## config.mk

```make
export PLATFORM = sky130hd
export DESIGN_NAME = divider_64bit_signed_unsigned_core
export DESIGN_NICKNAME = d
export VERILOG_FILES = /design/src/rtl/div64_pkg.sv /design/src/rtl/div64_front.sv /design/src/rtl/div64_queue.sv /design/src/rtl/div64_engine.sv /design/src/rtl/divider_64bit_signed_unsigned_core.sv
export SDC_FILE = /design/constraint.sdc
export NUM_CORES = 1
export LEC_CHECK = 0
export ABC_AREA = 1
export BUFFER_PORTS_ARGS = -buffer_cell sky130_fd_sc_hd__buf_2
export CELL_PAD_IN_SITES_DETAIL_PLACEMENT = 0
export CELL_PAD_IN_SITES_GLOBAL_PLACEMENT = 2
export CORE_MARGIN = 2
export CORE_UTILIZATION = 30
export CTS_BUF_LIST = sky130_fd_sc_hd__clkbuf_8
export DETAILED_ROUTE_END_ITERATION = 12
export GPL_TIMING_DRIVEN = 0
export PLACE_DENSITY_LB_ADDON = 0.1
export SYNTH_ARGS = -nofsm -noshare
export SYNTH_HDL_FRONTEND = slang
export SYNTH_HIERARCHICAL = 1
export SYNTH_SLANG_ARGS = --single-unit
export TNS_END_PERCENT = 5
```

## constraint.sdc

```tcl
create_clock -name i_clk -period 10.2 [get_ports i_clk]
set_clock_uncertainty 0.05 [all_clocks]
set_input_delay 2.04 -clock i_clk [delete_from_list [all_inputs] [get_ports i_clk]]
set_output_delay 2.04 -clock i_clk [all_outputs]
set_load 0.005 [all_outputs]
```

## src/rtl/div64_pkg.sv

```systemverilog
// ============================================================================
// div64_pkg
// Shared constants, request codes and the command record passed from the
// request front end to the division engine.
// ============================================================================
`default_nettype none

package div64_pkg;

    // Port width of the operand and result fields
    localparam int PORT_W     = 64;
    // Arithmetic width; operand bits above it are ignored (range 8 to 64)
    localparam int DATA_WIDTH = 64;
    // Iteration counter width, one step per quotient bit
    localparam int CNT_W      = $clog2(DATA_WIDTH);
    // Depth of the command queue between front end and engine
    localparam int QDEPTH     = 2;
    localparam int QPTR_W     = (QDEPTH > 1) ? $clog2(QDEPTH) : 1;
    localparam int QCNT_W     = $clog2(QDEPTH + 1);

    // Request codes
    localparam logic [1:0] REQ_UQUO = 2'd0;
    localparam logic [1:0] REQ_SQUO = 2'd1;
    localparam logic [1:0] REQ_UREM = 2'd2;
    localparam logic [1:0] REQ_SREM = 2'd3;

    // Classified division command
    typedef struct packed {
        logic                  is_rem;    // return remainder instead of quotient
        logic                  neg_res;   // negate the unsigned result
        logic                  zero_div;  // divisor is zero, result is 0
        logic [DATA_WIDTH-1:0] mag_a;     // dividend magnitude
        logic [DATA_WIDTH-1:0] mag_b;     // divisor magnitude
    } t_div_cmd;

endpackage

`default_nettype wire

```

## src/rtl/div64_front.sv

```systemverilog
// ============================================================================
// div64_front
// Request front end: takes a request, works out operand magnitudes and
// result sign, and holds the classified command until the queue takes it.
// ============================================================================
`default_nettype none

module div64_front (
    input  wire logic                        i_clk,
    input  wire logic                        i_rst_n,
    input  wire logic                        i_valid,
    output logic                             o_ready,
    input  wire logic [1:0]                  i_req_type,
    input  wire logic [div64_pkg::PORT_W-1:0] i_dividend,
    input  wire logic [div64_pkg::PORT_W-1:0] i_divisor,
    output logic                             o_cmd_valid,
    input  wire logic                        i_cmd_ready,
    output div64_pkg::t_div_cmd              o_cmd
);
    import div64_pkg::*;

    logic                  w_signed;
    logic                  w_is_rem;
    logic                  w_a_neg;
    logic                  w_b_neg;
    logic [DATA_WIDTH-1:0] w_a;
    logic [DATA_WIDTH-1:0] w_b;
    t_div_cmd              n_cmd;
    t_div_cmd              r_cmd;
    logic                  r_valid;
    logic                  w_take;

    // Classify the request
    always_comb begin
        w_a      = i_dividend[DATA_WIDTH-1:0];
        w_b      = i_divisor[DATA_WIDTH-1:0];
        w_signed = (i_req_type == REQ_SQUO) || (i_req_type == REQ_SREM);
        w_is_rem = (i_req_type == REQ_UREM) || (i_req_type == REQ_SREM);
        w_a_neg  = w_signed & w_a[DATA_WIDTH-1];
        w_b_neg  = w_signed & w_b[DATA_WIDTH-1];

        n_cmd.is_rem   = w_is_rem;
        n_cmd.neg_res  = w_is_rem ? w_a_neg : (w_a_neg ^ w_b_neg);
        n_cmd.zero_div = (w_b == '0);
        n_cmd.mag_a    = w_a_neg ? (~w_a + 1'b1) : w_a;
        n_cmd.mag_b    = w_b_neg ? (~w_b + 1'b1) : w_b;
    end

    assign o_ready     = !r_valid || i_cmd_ready;
    assign w_take      = i_valid && o_ready;
    assign o_cmd_valid = r_valid;
    assign o_cmd       = r_cmd;

    // Hold the command until the queue takes it
    always_ff @(posedge i_clk) begin
        if (!i_rst_n) begin
            r_valid <= 1'b0;
        end else if (w_take) begin
            r_valid <= 1'b1;
        end else if (i_cmd_ready) begin
            r_valid <= 1'b0;
        end
        if (w_take) begin
            r_cmd <= n_cmd;
        end
    end

endmodule

`default_nettype wire

```

## src/rtl/div64_queue.sv

```systemverilog
// ============================================================================
// div64_queue
// Short command queue between the front end and the division engine.
// ============================================================================
`default_nettype none

module div64_queue (
    input  wire logic                i_clk,
    input  wire logic                i_rst_n,
    input  wire logic                i_push_valid,
    output logic                     o_push_ready,
    input  wire div64_pkg::t_div_cmd i_push_cmd,
    output logic                     o_pop_valid,
    input  wire logic                i_pop_ready,
    output div64_pkg::t_div_cmd      o_pop_cmd
);
    import div64_pkg::*;

    t_div_cmd           r_mem [QDEPTH];
    logic [QPTR_W-1:0]  r_wr_ptr;
    logic [QPTR_W-1:0]  r_rd_ptr;
    logic [QCNT_W-1:0]  r_count;
    logic               w_push;
    logic               w_pop;

    assign o_push_ready = (r_count != QCNT_W'(QDEPTH));
    assign o_pop_valid  = (r_count != '0);
    assign o_pop_cmd    = r_mem[r_rd_ptr];
    assign w_push       = i_push_valid && o_push_ready;
    assign w_pop        = o_pop_valid && i_pop_ready;

    // Advance pointers and count
    always_ff @(posedge i_clk) begin
        if (!i_rst_n) begin
            r_wr_ptr <= '0;
            r_rd_ptr <= '0;
            r_count  <= '0;
        end else begin
            if (w_push) begin
                r_wr_ptr <= (r_wr_ptr == QPTR_W'(QDEPTH - 1)) ? '0 : r_wr_ptr + 1'b1;
            end
            if (w_pop) begin
                r_rd_ptr <= (r_rd_ptr == QPTR_W'(QDEPTH - 1)) ? '0 : r_rd_ptr + 1'b1;
            end
            if (w_push && !w_pop) begin
                r_count <= r_count + 1'b1;
            end else if (w_pop && !w_push) begin
                r_count <= r_count - 1'b1;
            end
        end
    end

    // Store entries
    always_ff @(posedge i_clk) begin
        if (w_push) begin
            r_mem[r_wr_ptr] <= i_push_cmd;
        end
    end

    a_count_bound: assert property (@(posedge i_clk) disable iff (!i_rst_n)
        r_count <= QCNT_W'(QDEPTH))
        else $error("queue count exceeds depth");

    a_ptr_gap: assert property (@(posedge i_clk) disable iff (!i_rst_n)
        (r_count == '0) |-> (r_wr_ptr == r_rd_ptr))
        else $error("empty queue with unequal pointers");

endmodule

`default_nettype wire

```

## src/rtl/div64_engine.sv

```systemverilog
// ============================================================================
// div64_engine
// Division engine: radix-2 restoring division, one quotient bit per cycle,
// followed by sign and zero-divisor correction into an output register.
// ============================================================================
`default_nettype none

module div64_engine (
    input  wire logic                         i_clk,
    input  wire logic                         i_rst_n,
    input  wire logic                         i_cmd_valid,
    output logic                              o_cmd_ready,
    input  wire div64_pkg::t_div_cmd          i_cmd,
    output logic                              o_valid,
    input  wire logic                         i_ready,
    output logic [div64_pkg::PORT_W-1:0]      o_result
);
    import div64_pkg::*;

    typedef enum logic [1:0] {
        S_IDLE,
        S_RUN,
        S_FIX
    } t_state;

    t_state                r_state;
    logic [CNT_W-1:0]      r_cnt;
    logic [DATA_WIDTH-1:0] r_rem;
    logic [DATA_WIDTH-1:0] r_quo;
    logic [DATA_WIDTH-1:0] r_div;
    logic                  r_is_rem;
    logic                  r_neg;
    logic                  r_zero;
    logic                  r_out_valid;
    logic [DATA_WIDTH-1:0] r_res;

    logic [DATA_WIDTH:0]   w_shift;
    logic [DATA_WIDTH:0]   w_diff;
    logic                  w_fit;
    logic [DATA_WIDTH-1:0] w_val;
    logic [DATA_WIDTH-1:0] n_res;
    logic                  w_out_free;

    // One restoring step: shift in next dividend bit, trial subtract
    always_comb begin
        w_shift = {r_rem, r_quo[DATA_WIDTH-1]};
        w_diff  = w_shift - {1'b0, r_div};
        w_fit   = !w_diff[DATA_WIDTH];
    end

    // Sign and zero-divisor correction
    always_comb begin
        w_val = r_is_rem ? r_rem : r_quo;
        if (r_zero) begin
            n_res = '0;
        end else if (r_neg) begin
            n_res = ~w_val + 1'b1;
        end else begin
            n_res = w_val;
        end
    end

    assign w_out_free  = !r_out_valid || i_ready;
    assign o_cmd_ready = (r_state == S_IDLE);
    assign o_valid     = r_out_valid;
    assign o_result    = PORT_W'(r_res);

    // Sequence load, iterate, correct
    always_ff @(posedge i_clk) begin
        if (!i_rst_n) begin
            r_state     <= S_IDLE;
            r_out_valid <= 1'b0;
            r_cnt       <= '0;
        end else begin
            if (r_out_valid && i_ready) begin
                r_out_valid <= 1'b0;
            end
            unique case (r_state)
                S_IDLE: begin
                    if (i_cmd_valid) begin
                        r_cnt    <= CNT_W'(DATA_WIDTH - 1);
                        r_rem    <= '0;
                        r_quo    <= i_cmd.mag_a;
                        r_div    <= i_cmd.mag_b;
                        r_is_rem <= i_cmd.is_rem;
                        r_neg    <= i_cmd.neg_res;
                        r_zero   <= i_cmd.zero_div;
                        r_state  <= S_RUN;
                    end
                end
                S_RUN: begin
                    r_rem <= w_fit ? w_diff[DATA_WIDTH-1:0] : w_shift[DATA_WIDTH-1:0];
                    r_quo <= {r_quo[DATA_WIDTH-2:0], w_fit};
                    r_cnt <= r_cnt - 1'b1;
                    if (r_cnt == '0) begin
                        r_state <= S_FIX;
                    end
                end
                S_FIX: begin
                    if (w_out_free) begin
                        r_res       <= n_res;
                        r_out_valid <= 1'b1;
                        r_state     <= S_IDLE;
                    end
                end
                default: begin
                    r_state <= S_IDLE;
                end
            endcase
        end
    end

    a_load_count: assert property (@(posedge i_clk) disable iff (!i_rst_n)
        (r_state == S_IDLE && i_cmd_valid) |=> (r_state == S_RUN &&
                                                r_cnt == CNT_W'(DATA_WIDTH - 1)))
        else $error("division did not start with full step count");

    a_out_from_fix: assert property (@(posedge i_clk) disable iff (!i_rst_n)
        $rose(r_out_valid) |-> $past(r_state == S_FIX))
        else $error("result posted outside correction state");

    a_run_to_fix: assert property (@(posedge i_clk) disable iff (!i_rst_n)
        (r_state == S_RUN && r_cnt == '0) |=> (r_state == S_FIX))
        else $error("iteration did not end after last step");

endmodule

`default_nettype wire

```

## src/rtl/divider_64bit_signed_unsigned_core.sv

```systemverilog
// ============================================================================
// divider_64bit_signed_unsigned_core
// 64-bit signed/unsigned integer divider returning quotient or remainder.
// ============================================================================
// In the division engine each request is loaded as operand magnitudes, then
// takes one restoring step per quotient bit (64 at DATA_WIDTH = 64), then
// gets sign and zero-divisor correction into the output register once that
// register is free. The single shared subtract-and-shift step takes no new
// request until the current one has left correction. The front end and a
// two-entry command queue accept new requests while a division runs, and a
// finished result waits in the output register while the next division proceeds.
// Signed remainders take the sign of the dividend; a zero divisor gives 0;
// the most negative value divided by minus one returns itself.
// ============================================================================
`default_nettype none

module divider_64bit_signed_unsigned_core (
    input  wire logic                         i_clk,
    input  wire logic                         i_rst_n,
    input  wire logic                         i_valid,
    output logic                              o_ready,
    input  wire logic [1:0]                   i_req_type,
    input  wire logic [div64_pkg::PORT_W-1:0] i_dividend,
    input  wire logic [div64_pkg::PORT_W-1:0] i_divisor,
    output logic                              o_valid,
    input  wire logic                         i_ready,
    output logic [div64_pkg::PORT_W-1:0]      o_result
);
    import div64_pkg::*;

    logic     w_front_valid;
    logic     w_front_ready;
    t_div_cmd w_front_cmd;
    logic     w_q_valid;
    logic     w_q_ready;
    t_div_cmd w_q_cmd;

    // Classify requests
    div64_front u_front (
        .i_clk       (i_clk),
        .i_rst_n     (i_rst_n),
        .i_valid     (i_valid),
        .o_ready     (o_ready),
        .i_req_type  (i_req_type),
        .i_dividend  (i_dividend),
        .i_divisor   (i_divisor),
        .o_cmd_valid (w_front_valid),
        .i_cmd_ready (w_front_ready),
        .o_cmd       (w_front_cmd)
    );

    // Buffer commands
    div64_queue u_queue (
        .i_clk        (i_clk),
        .i_rst_n      (i_rst_n),
        .i_push_valid (w_front_valid),
        .o_push_ready (w_front_ready),
        .i_push_cmd   (w_front_cmd),
        .o_pop_valid  (w_q_valid),
        .i_pop_ready  (w_q_ready),
        .o_pop_cmd    (w_q_cmd)
    );

    // Run the division
    div64_engine u_engine (
        .i_clk       (i_clk),
        .i_rst_n     (i_rst_n),
        .i_cmd_valid (w_q_valid),
        .o_cmd_ready (w_q_ready),
        .i_cmd       (w_q_cmd),
        .o_valid     (o_valid),
        .i_ready     (i_ready),
        .o_result    (o_result)
    );

endmodule

`default_nettype wire

```

==> results of run 1 <==
per-stage QoR:
stage	setup TNS, ns	utilization [%]	instances
after floorplan	0	-	4564
after global placement	-585.06	32.7	6425
after detailed placement	0	33.1	6448
after CTS	0	34.8	6652
after global routing	0	34.8	6653
final	0	34.8	6653
layout by cell type, fill, tap and decap left out, types with 41 or more instances in the layout:
cell type	netlist	routed
inv_1	690	721
mux2_4	90	90
nand2_1	1449	1449
mux2_2	41	41
nor2_1	585	579
nand3_1	267	267
ha_1	70	70
nor3_1	44	44
xor2_1	50	50
nand4_1	54	54
clkbuf_8	0	111
a21oi_1	114	113
edfxtp_1	652	652
buf_2	29	228
o21ai_0	135	135
how the worst min path moves through the flow:
stage,start,endpoint,slack (ns),depth (start not counted)
after detailed placement,u_front/o_cmd[126],u_queue/r_mem[1][126],0.38,0
after global routing,u_front/o_cmd[48],u_queue/r_mem[0][48],0.34,0
after CTS,u_front/o_cmd[55],u_queue/r_mem[0][55],0.31,0
after floorplan,u_front/o_cmd[0],u_queue/r_mem[0][0],0.37,0
final,u_front/o_cmd[48],u_queue/r_mem[0][48],0.32,0
after global placement,u_front/o_cmd[55],u_queue/r_mem[0][55],0.37,0
power by group through the flow:
| stage | clock network [mW] | logic, mW | registers, mW |
|---|---|---|---|
| 2_1_floorplan | 0 | 3.22 | 3.95 |
| 3_3_place_gp | 0 | 4.95 | 4.25 |
| 3_5_place_dp | 0 | 5.06 | 4.12 |
| 4_1_cts | 2.45 | 5.08 | 4.07 |
| 5_1_grt | 2.56 | 5.58 | 4.08 |
| 6_report | 2.36 | 5.01 | 4.05 |
critical path, delay by kind of cell (launching register included):
| kind | cells | cell delay [ns] |
|---|---|---|
| flip-flops | 1 | 0.32 |
| AND/OR/NAND/NOR | 2 | 0.26 |
| buffers and inverters | 3 | 0.42 |
logic make-up after synthesis:
family,synth area share (%)
simple gates,26.2
buf+inv,8.38
flops,51.5
compound gates,4.84
mux,4.70
xor+xnor,2.02
fa+ha+maj,2.32
final cells by class:
cell class	count	share of cell area (%)
clock buffer	111	3.44
tap	1662	4.68
clock inverter	93	1.51
buffer	100	1.35
multi-input combinational	3096	34.9
antenna	1	0.00564
inverter	701	5.93
sequential	667	44.8
timing repair buffer	222	3.37
flip-flops by register name, indices dropped and copies added, names as in the netlist, named ones only:
| register | flops |
|---|---|
| u_queue/r_wr_ptr | 1 |
| u_engine/r_cnt | 6 |
| u_engine/r_is_rem | 1 |
| u_engine/r_div | 64 |
| u_engine/r_zero | 1 |
| u_engine/r_quo | 64 |
| u_engine/r_neg | 1 |
| u_engine/o_result | 64 |
| u_queue/r_mem | 262 |
| u_queue/r_count | 2 |
| u_engine/o_valid | 1 |
| u_engine/r_state | 2 |
| u_front/o_cmd_valid | 1 |
| u_front/o_cmd | 131 |
| u_queue/r_rd_ptr | 1 |
| u_engine/r_rem | 64 |
layer usage:
metal,wire [um],GRT usage [%]
met1,69500,30.9
met2,64700,34.8
met3,5800,2.55
met4,3280,5.68
met5,13,0
==> impl_metrics.ini, run 1 <==
[run_status]
status = completed

[critical_path]
crit_required_ns = 8.11
startpoint_type = flop
crit_chain = inv_1, nand2_1, inv_1, nand2_1, buf_2
crit_arrival_ns = 1.76
reg2reg_slack_ns = 6.45
cp_max_fo = 5
cp-endpoint = o_ready
crit_type = reg2out
startpoint = u_queue/r_count[0]
cp-end-kind = output port
ff2ff_path_depth = 17
slowest_stage = dfxtp_1
reg2reg_from = u_engine/r_div[0]
rr_endpoint = u_engine/r_rem[48]
max_stage_delay_ns = 0.32

[yosys]
ys_warn_count = 6
netlist_area_sq_mm = 0.0386
synth.most_common_cell = nand2_1
synth.ff_latch_count = 667
synth_area_leaders = edfxtp_1, nand2_1, inv_1
async_reset_ff_share_pct = 0
ys.flop_type = edfxtp_1
synth_common_cells = nand2_1, inv_1, edfxtp_1
avgSynthCellArea_sq_um = 8.45
syn-num-nets = 4769
ys_types = 52
synth_area_leader_cell = edfxtp_1
synth-edff-count = 652
ys_seq_area_share_pct = 51.5
synth_cells = 4564
synth_top_area_share_pct = 50.8

[grt]
grt_antenna_before_repair = 7
grt_pass1_vias = 30000
grt_pass1_wl_mm = 205
overflow = 0
grt_usage_pct = 21.7
grt_max_degree = 37

[power_and_ir_drop]
power.density_mw_per_mm2 = 257
p_int_mw = 6.48
swShare_pct = 43.3
p_sw_mw = 4.94
ir_worst_vdd_mv = 0.114
comb_power_share_pct = 43.9
power_leakage_nw = 19.6
power.total_mw = 11.4
share_seq_of_total_power_pct = 35.5
power_frac_clock_pct = 20.6

[placement]
io_buffers = 199
gp_congestion = 0.882
hpwl_mm = 120
post-place-ws_ns = 6.17
dpl_cell_area_sq_mm = 0.0422

[sta]
setup_violations = 0
setup_ws_ns = 6.35
hold_violations = 0
slew_violations = 0
fmax_mhz = 260
worst_slew_pin_slew_ns = 1.33
timing.slew.headroom_pct = 11.3
min_period_ns = 3.85
hold_ws_ns = 0.323
grt_setup_unrepaired = false
period_share_pct = 37.7

[cts]
cts_inserted_buffers = 110
cts_sinks = 667
clockBufferDepth = 3
worstSkewPairLatency_ns = 0.82
h-tree-depth = 3
cts_root_buffer = clkbuf_8
cts_tree = built
cts-hold-fix-buffers = 0
cts_resized = 0
post-cts-setup-buffers = 0
clk_pin_slew_ns = 0.06

[layout]
nets = 5103
postLayoutCellArea_sq_mm = 0.0444
multiInputGateArea_sq_mm = 0.0155
fillCellCount = 13600
seq_area_sq_mm = 0.0199
syn_to_final_growth_pct = 15.1
drive_gt1_share_pct = 13.2

[job]
maxCapViolCount = 0

[die]
die_area_sq_mm = 0.131
fp.dieH_um = 363
start_util_pct = 30.2
die_x_um = 363
coreArea_sq_mm = 0.128
rows = 131
ioPinCount = 200

[routing]
antenna_left = 0
dr_total_vias = 30400
routedWlPerCell_um = 21.5
drt_wl_total_mm = 143
drt_iter0_markers = 2219
dr.pass1.iters = 7
via_per_inst = 4.57
remaining_drc_errors = 0

[worst_hold_path]
hold_path_class = reg2reg
Power figures use the tool's default switching activity.
==> run 2, diff against run 1 <==
ABC_AREA = 0   (was 1)
clock period = 4 ns   (was 10.2 ns; I/O delays follow)
==> impl_metrics.ini, run 2 <==
[yosys]
ys_types = 93
ys_seq_area_share_pct = 58.3
syn-num-nets = 3076
synth-edff-count = 652
avgSynthCellArea_sq_um = 11.9
synth_cells = 2871
netlist_area_sq_mm = 0.0341
synth_area_leader_cell = edfxtp_1
synth.ff_latch_count = 667
synth_top_area_share_pct = 57.4
async_reset_ff_share_pct = 0
ys.flop_type = edfxtp_1
synth.most_common_cell = edfxtp_1
synth_area_leaders = edfxtp_1, nand2_1, mux2_4
ys_warn_count = 6
synth_common_cells = edfxtp_1, nand2_1, nor2_1

[die]
coreArea_sq_mm = 0.113
die_area_sq_mm = 0.116
ioPinCount = 200
start_util_pct = 30.3
fp.dieH_um = 341
die_x_um = 341
rows = 123

[routing]
drt_wl_total_mm = 113
routedWlPerCell_um = 23.3
antenna_left = 0
via_per_inst = 4.94
drt_iter0_markers = 1583
dr_total_vias = 23800
dr.pass1.iters = 5
remaining_drc_errors = 0

[critical_path]
crit_required_ns = 4.51
max_stage_delay_ns = 0.58
cp_max_fo = 4
reg2reg_slack_ns = -1.24
crit_arrival_ns = 5.76
startpoint = u_engine/r_is_rem
startpoint_type = flop
crit_chain = buf_6, buf_12, buf_12, buf_12, buf_12, buf_12, buf_16, mux2i_4, ha_2, o211ai_1, nor4b_4, buf_4, or4b_4, or4_4, or4_4, or3_4, o21a_1, xnor2_2, nor2_4
reg2reg_from = u_engine/r_is_rem
rr_endpoint = u_engine/o_result[62]
slowest_stage = or4_4
crit_type = reg2reg
cp_common_cell = buf_12
ff2ff_path_depth = 19
cp-end-kind = flop
cp-endpoint = u_engine/o_result[62]

[cts]
clockBufferDepth = 3
worstSkewPairLatency_ns = 0.78
cts_tree = built
h-tree-depth = 3
cts-hold-fix-buffers = 0
cts_root_buffer = clkbuf_8
cts_inserted_buffers = 119
clk_pin_slew_ns = 0.06
cts_sinks = 667

[layout]
largest_reg_flops = 262
syn_to_final_growth_pct = 17.9
final_common_cell = edfxtp_1
drive_gt1_share_pct = 20.2
postLayoutCellArea_sq_mm = 0.0402
top_register = u_queue/r_mem
final_cell_mix = edfxtp_1, nand2_1, buf_2
fillCellCount = 11200
instances_no_fill = 4822
nets = 3424

[run_status]
violations = setup timing
status = finished with violations

[job]
maxCapViolCount = 0

[sta]
setup_ws_ns = -1.24
hold_ws_ns = 0.235
grt_setup_unrepaired = true
slew_violations = 0
period_share_pct = 131
worst_slew_pin_slew_ns = 1.29
tns_ns = -15.96
hold_violations = 0
fmax_mhz = 191
min_period_ns = 5.24
timing.slew.headroom_pct = 14.0
setup_violations = 58

[placement]
dp_cells = 4579
dpl_cell_area_sq_mm = 0.0373
gp_congestion = 0.852
hpwl_mm = 87.6
post-place-ws_ns = -3.01
io_buffers = 199

[grt]
grt_antenna_before_repair = 9
grt_max_degree = 73
grt_pass1_wl_mm = 162
grt_pass1_vias = 24100
overflow = 0
grt_usage_pct = 19.0

[worst_hold_path]
hold_path_class = in2reg

[power_and_ir_drop]
ir_worst_vdd_mv = 0.256
power.density_mw_per_mm2 = 668
power_leakage_nw = 15.0
## run 2: cell types whose count changed in the layout (fill, tap and decap cells not counted), moves of 77 or more
| cell | change |
|---|---|
| a21oi_1 | +88 |
| nand2_1 | -1055 |
| xnor2_1 | +77 |
| nand3_1 | -242 |
| nor2_1 | -375 |
| inv_1 | -577 |
## run 2: metrics by stage
stage               utilization (%)  total power, mW
floorplan                         -             16.8
global placement               32.9             20.5
detailed placement             33.1             20.4
CTS                            35.6             27.3
global route                   35.7             28.6
finish                         35.7             26.9
## run 2: layer usage
layer  vias to the layer above  wire (um)  track usage (%)
li1                      11300          -                -
met1                     11800      51900             26.2
met2                       584      53000             30.9
met3                       126       5850             3.82
met4                         0       1890             3.88
met5                         -          0                0
## run 2: cell type report
| cell class | count | area (sq um) | share of cell area (%) |
|---|---|---|---|
| Sequential cell | 667 | 19900 | 49.4 |
| Multi-Input combinational cell | 1975 | 13500 | 33.7 |
| Tap cell | 1500 | 1880 | 4.67 |
| Clock buffer | 119 | 1640 | 4.07 |
| Timing Repair Buffer | 230 | 1400 | 3.47 |
| Buffer | 116 | 761 | 1.89 |
| Clock inverter | 101 | 696 | 1.73 |
| Inverter | 110 | 418 | 1.04 |
| Antenna cell | 4 | 10.0 | 0.0249 |
## run 2: timing repair
item	CTS	global route
setup buffers	16	6
pin swaps	8	11
endpoints found under the setup margin	116	102
gates resized for setup	88	22
## run 2: cell families (layout without fill, tap and decap cells)
| group | after synthesis | count (layout) | share of synthesized area [%] |
|---|---|---|---|
| and+or+nand+nor | 956 | 956 | 13.7 |
| DFF | 667 | 667 | 58.3 |
| AOI/OAI and AO/OA | 511 | 511 | 9.12 |
| xor gates and xnor gates | 241 | 241 | 6.19 |
| buffers and inverters | 229 | 676 | 2.87 |
| muxes | 196 | 196 | 7.26 |
| adders and majority gates | 71 | 71 | 2.63 |
| other | 0 | 4 | 0 |
## run 2: how the worst min path moves through the flow
stage | start | end | slack [ns] | cells past startpoint
floorplan | u_front/o_cmd[0] | u_queue/r_mem[0][0] | 0.37 | 0
global placement | u_front/o_cmd[12] | u_queue/r_mem[0][12] | 0.37 | 0
CTS | i_dividend[0] | u_front/o_cmd[64] | 0.14 | 1
finish | i_dividend[0] | u_front/o_cmd[64] | 0.23 | 1
global route | i_dividend[0] | u_front/o_cmd[64] | 0.15 | 1
detailed placement | u_front/o_cmd[55] | u_queue/r_mem[1][55] | 0.38 | 0
## run 2: where the power goes
part	leakage (nW)	internal, mW	switching (mW)
logic	7.45	3.81	6.40
registers	6.23	9.37	0.986
clock network	1.31	3.36	2.96
## run 2: worst max-delay path: cells and delay by family, from the launching register on
| kind | cells | cell delay (ns) |
|---|---|---|
| AND/OR/NAND/NOR | 6 | 2.54 |
| buffers and inverters | 8 | 1.09 |
| AO/OA/AOI/OAI | 2 | 0.43 |
| flip-flops | 1 | 0.43 |
| adder cells (fa/ha/maj) | 1 | 0.20 |
| multiplexers | 1 | 0.16 |
| XOR/XNOR | 1 | 0.16 |
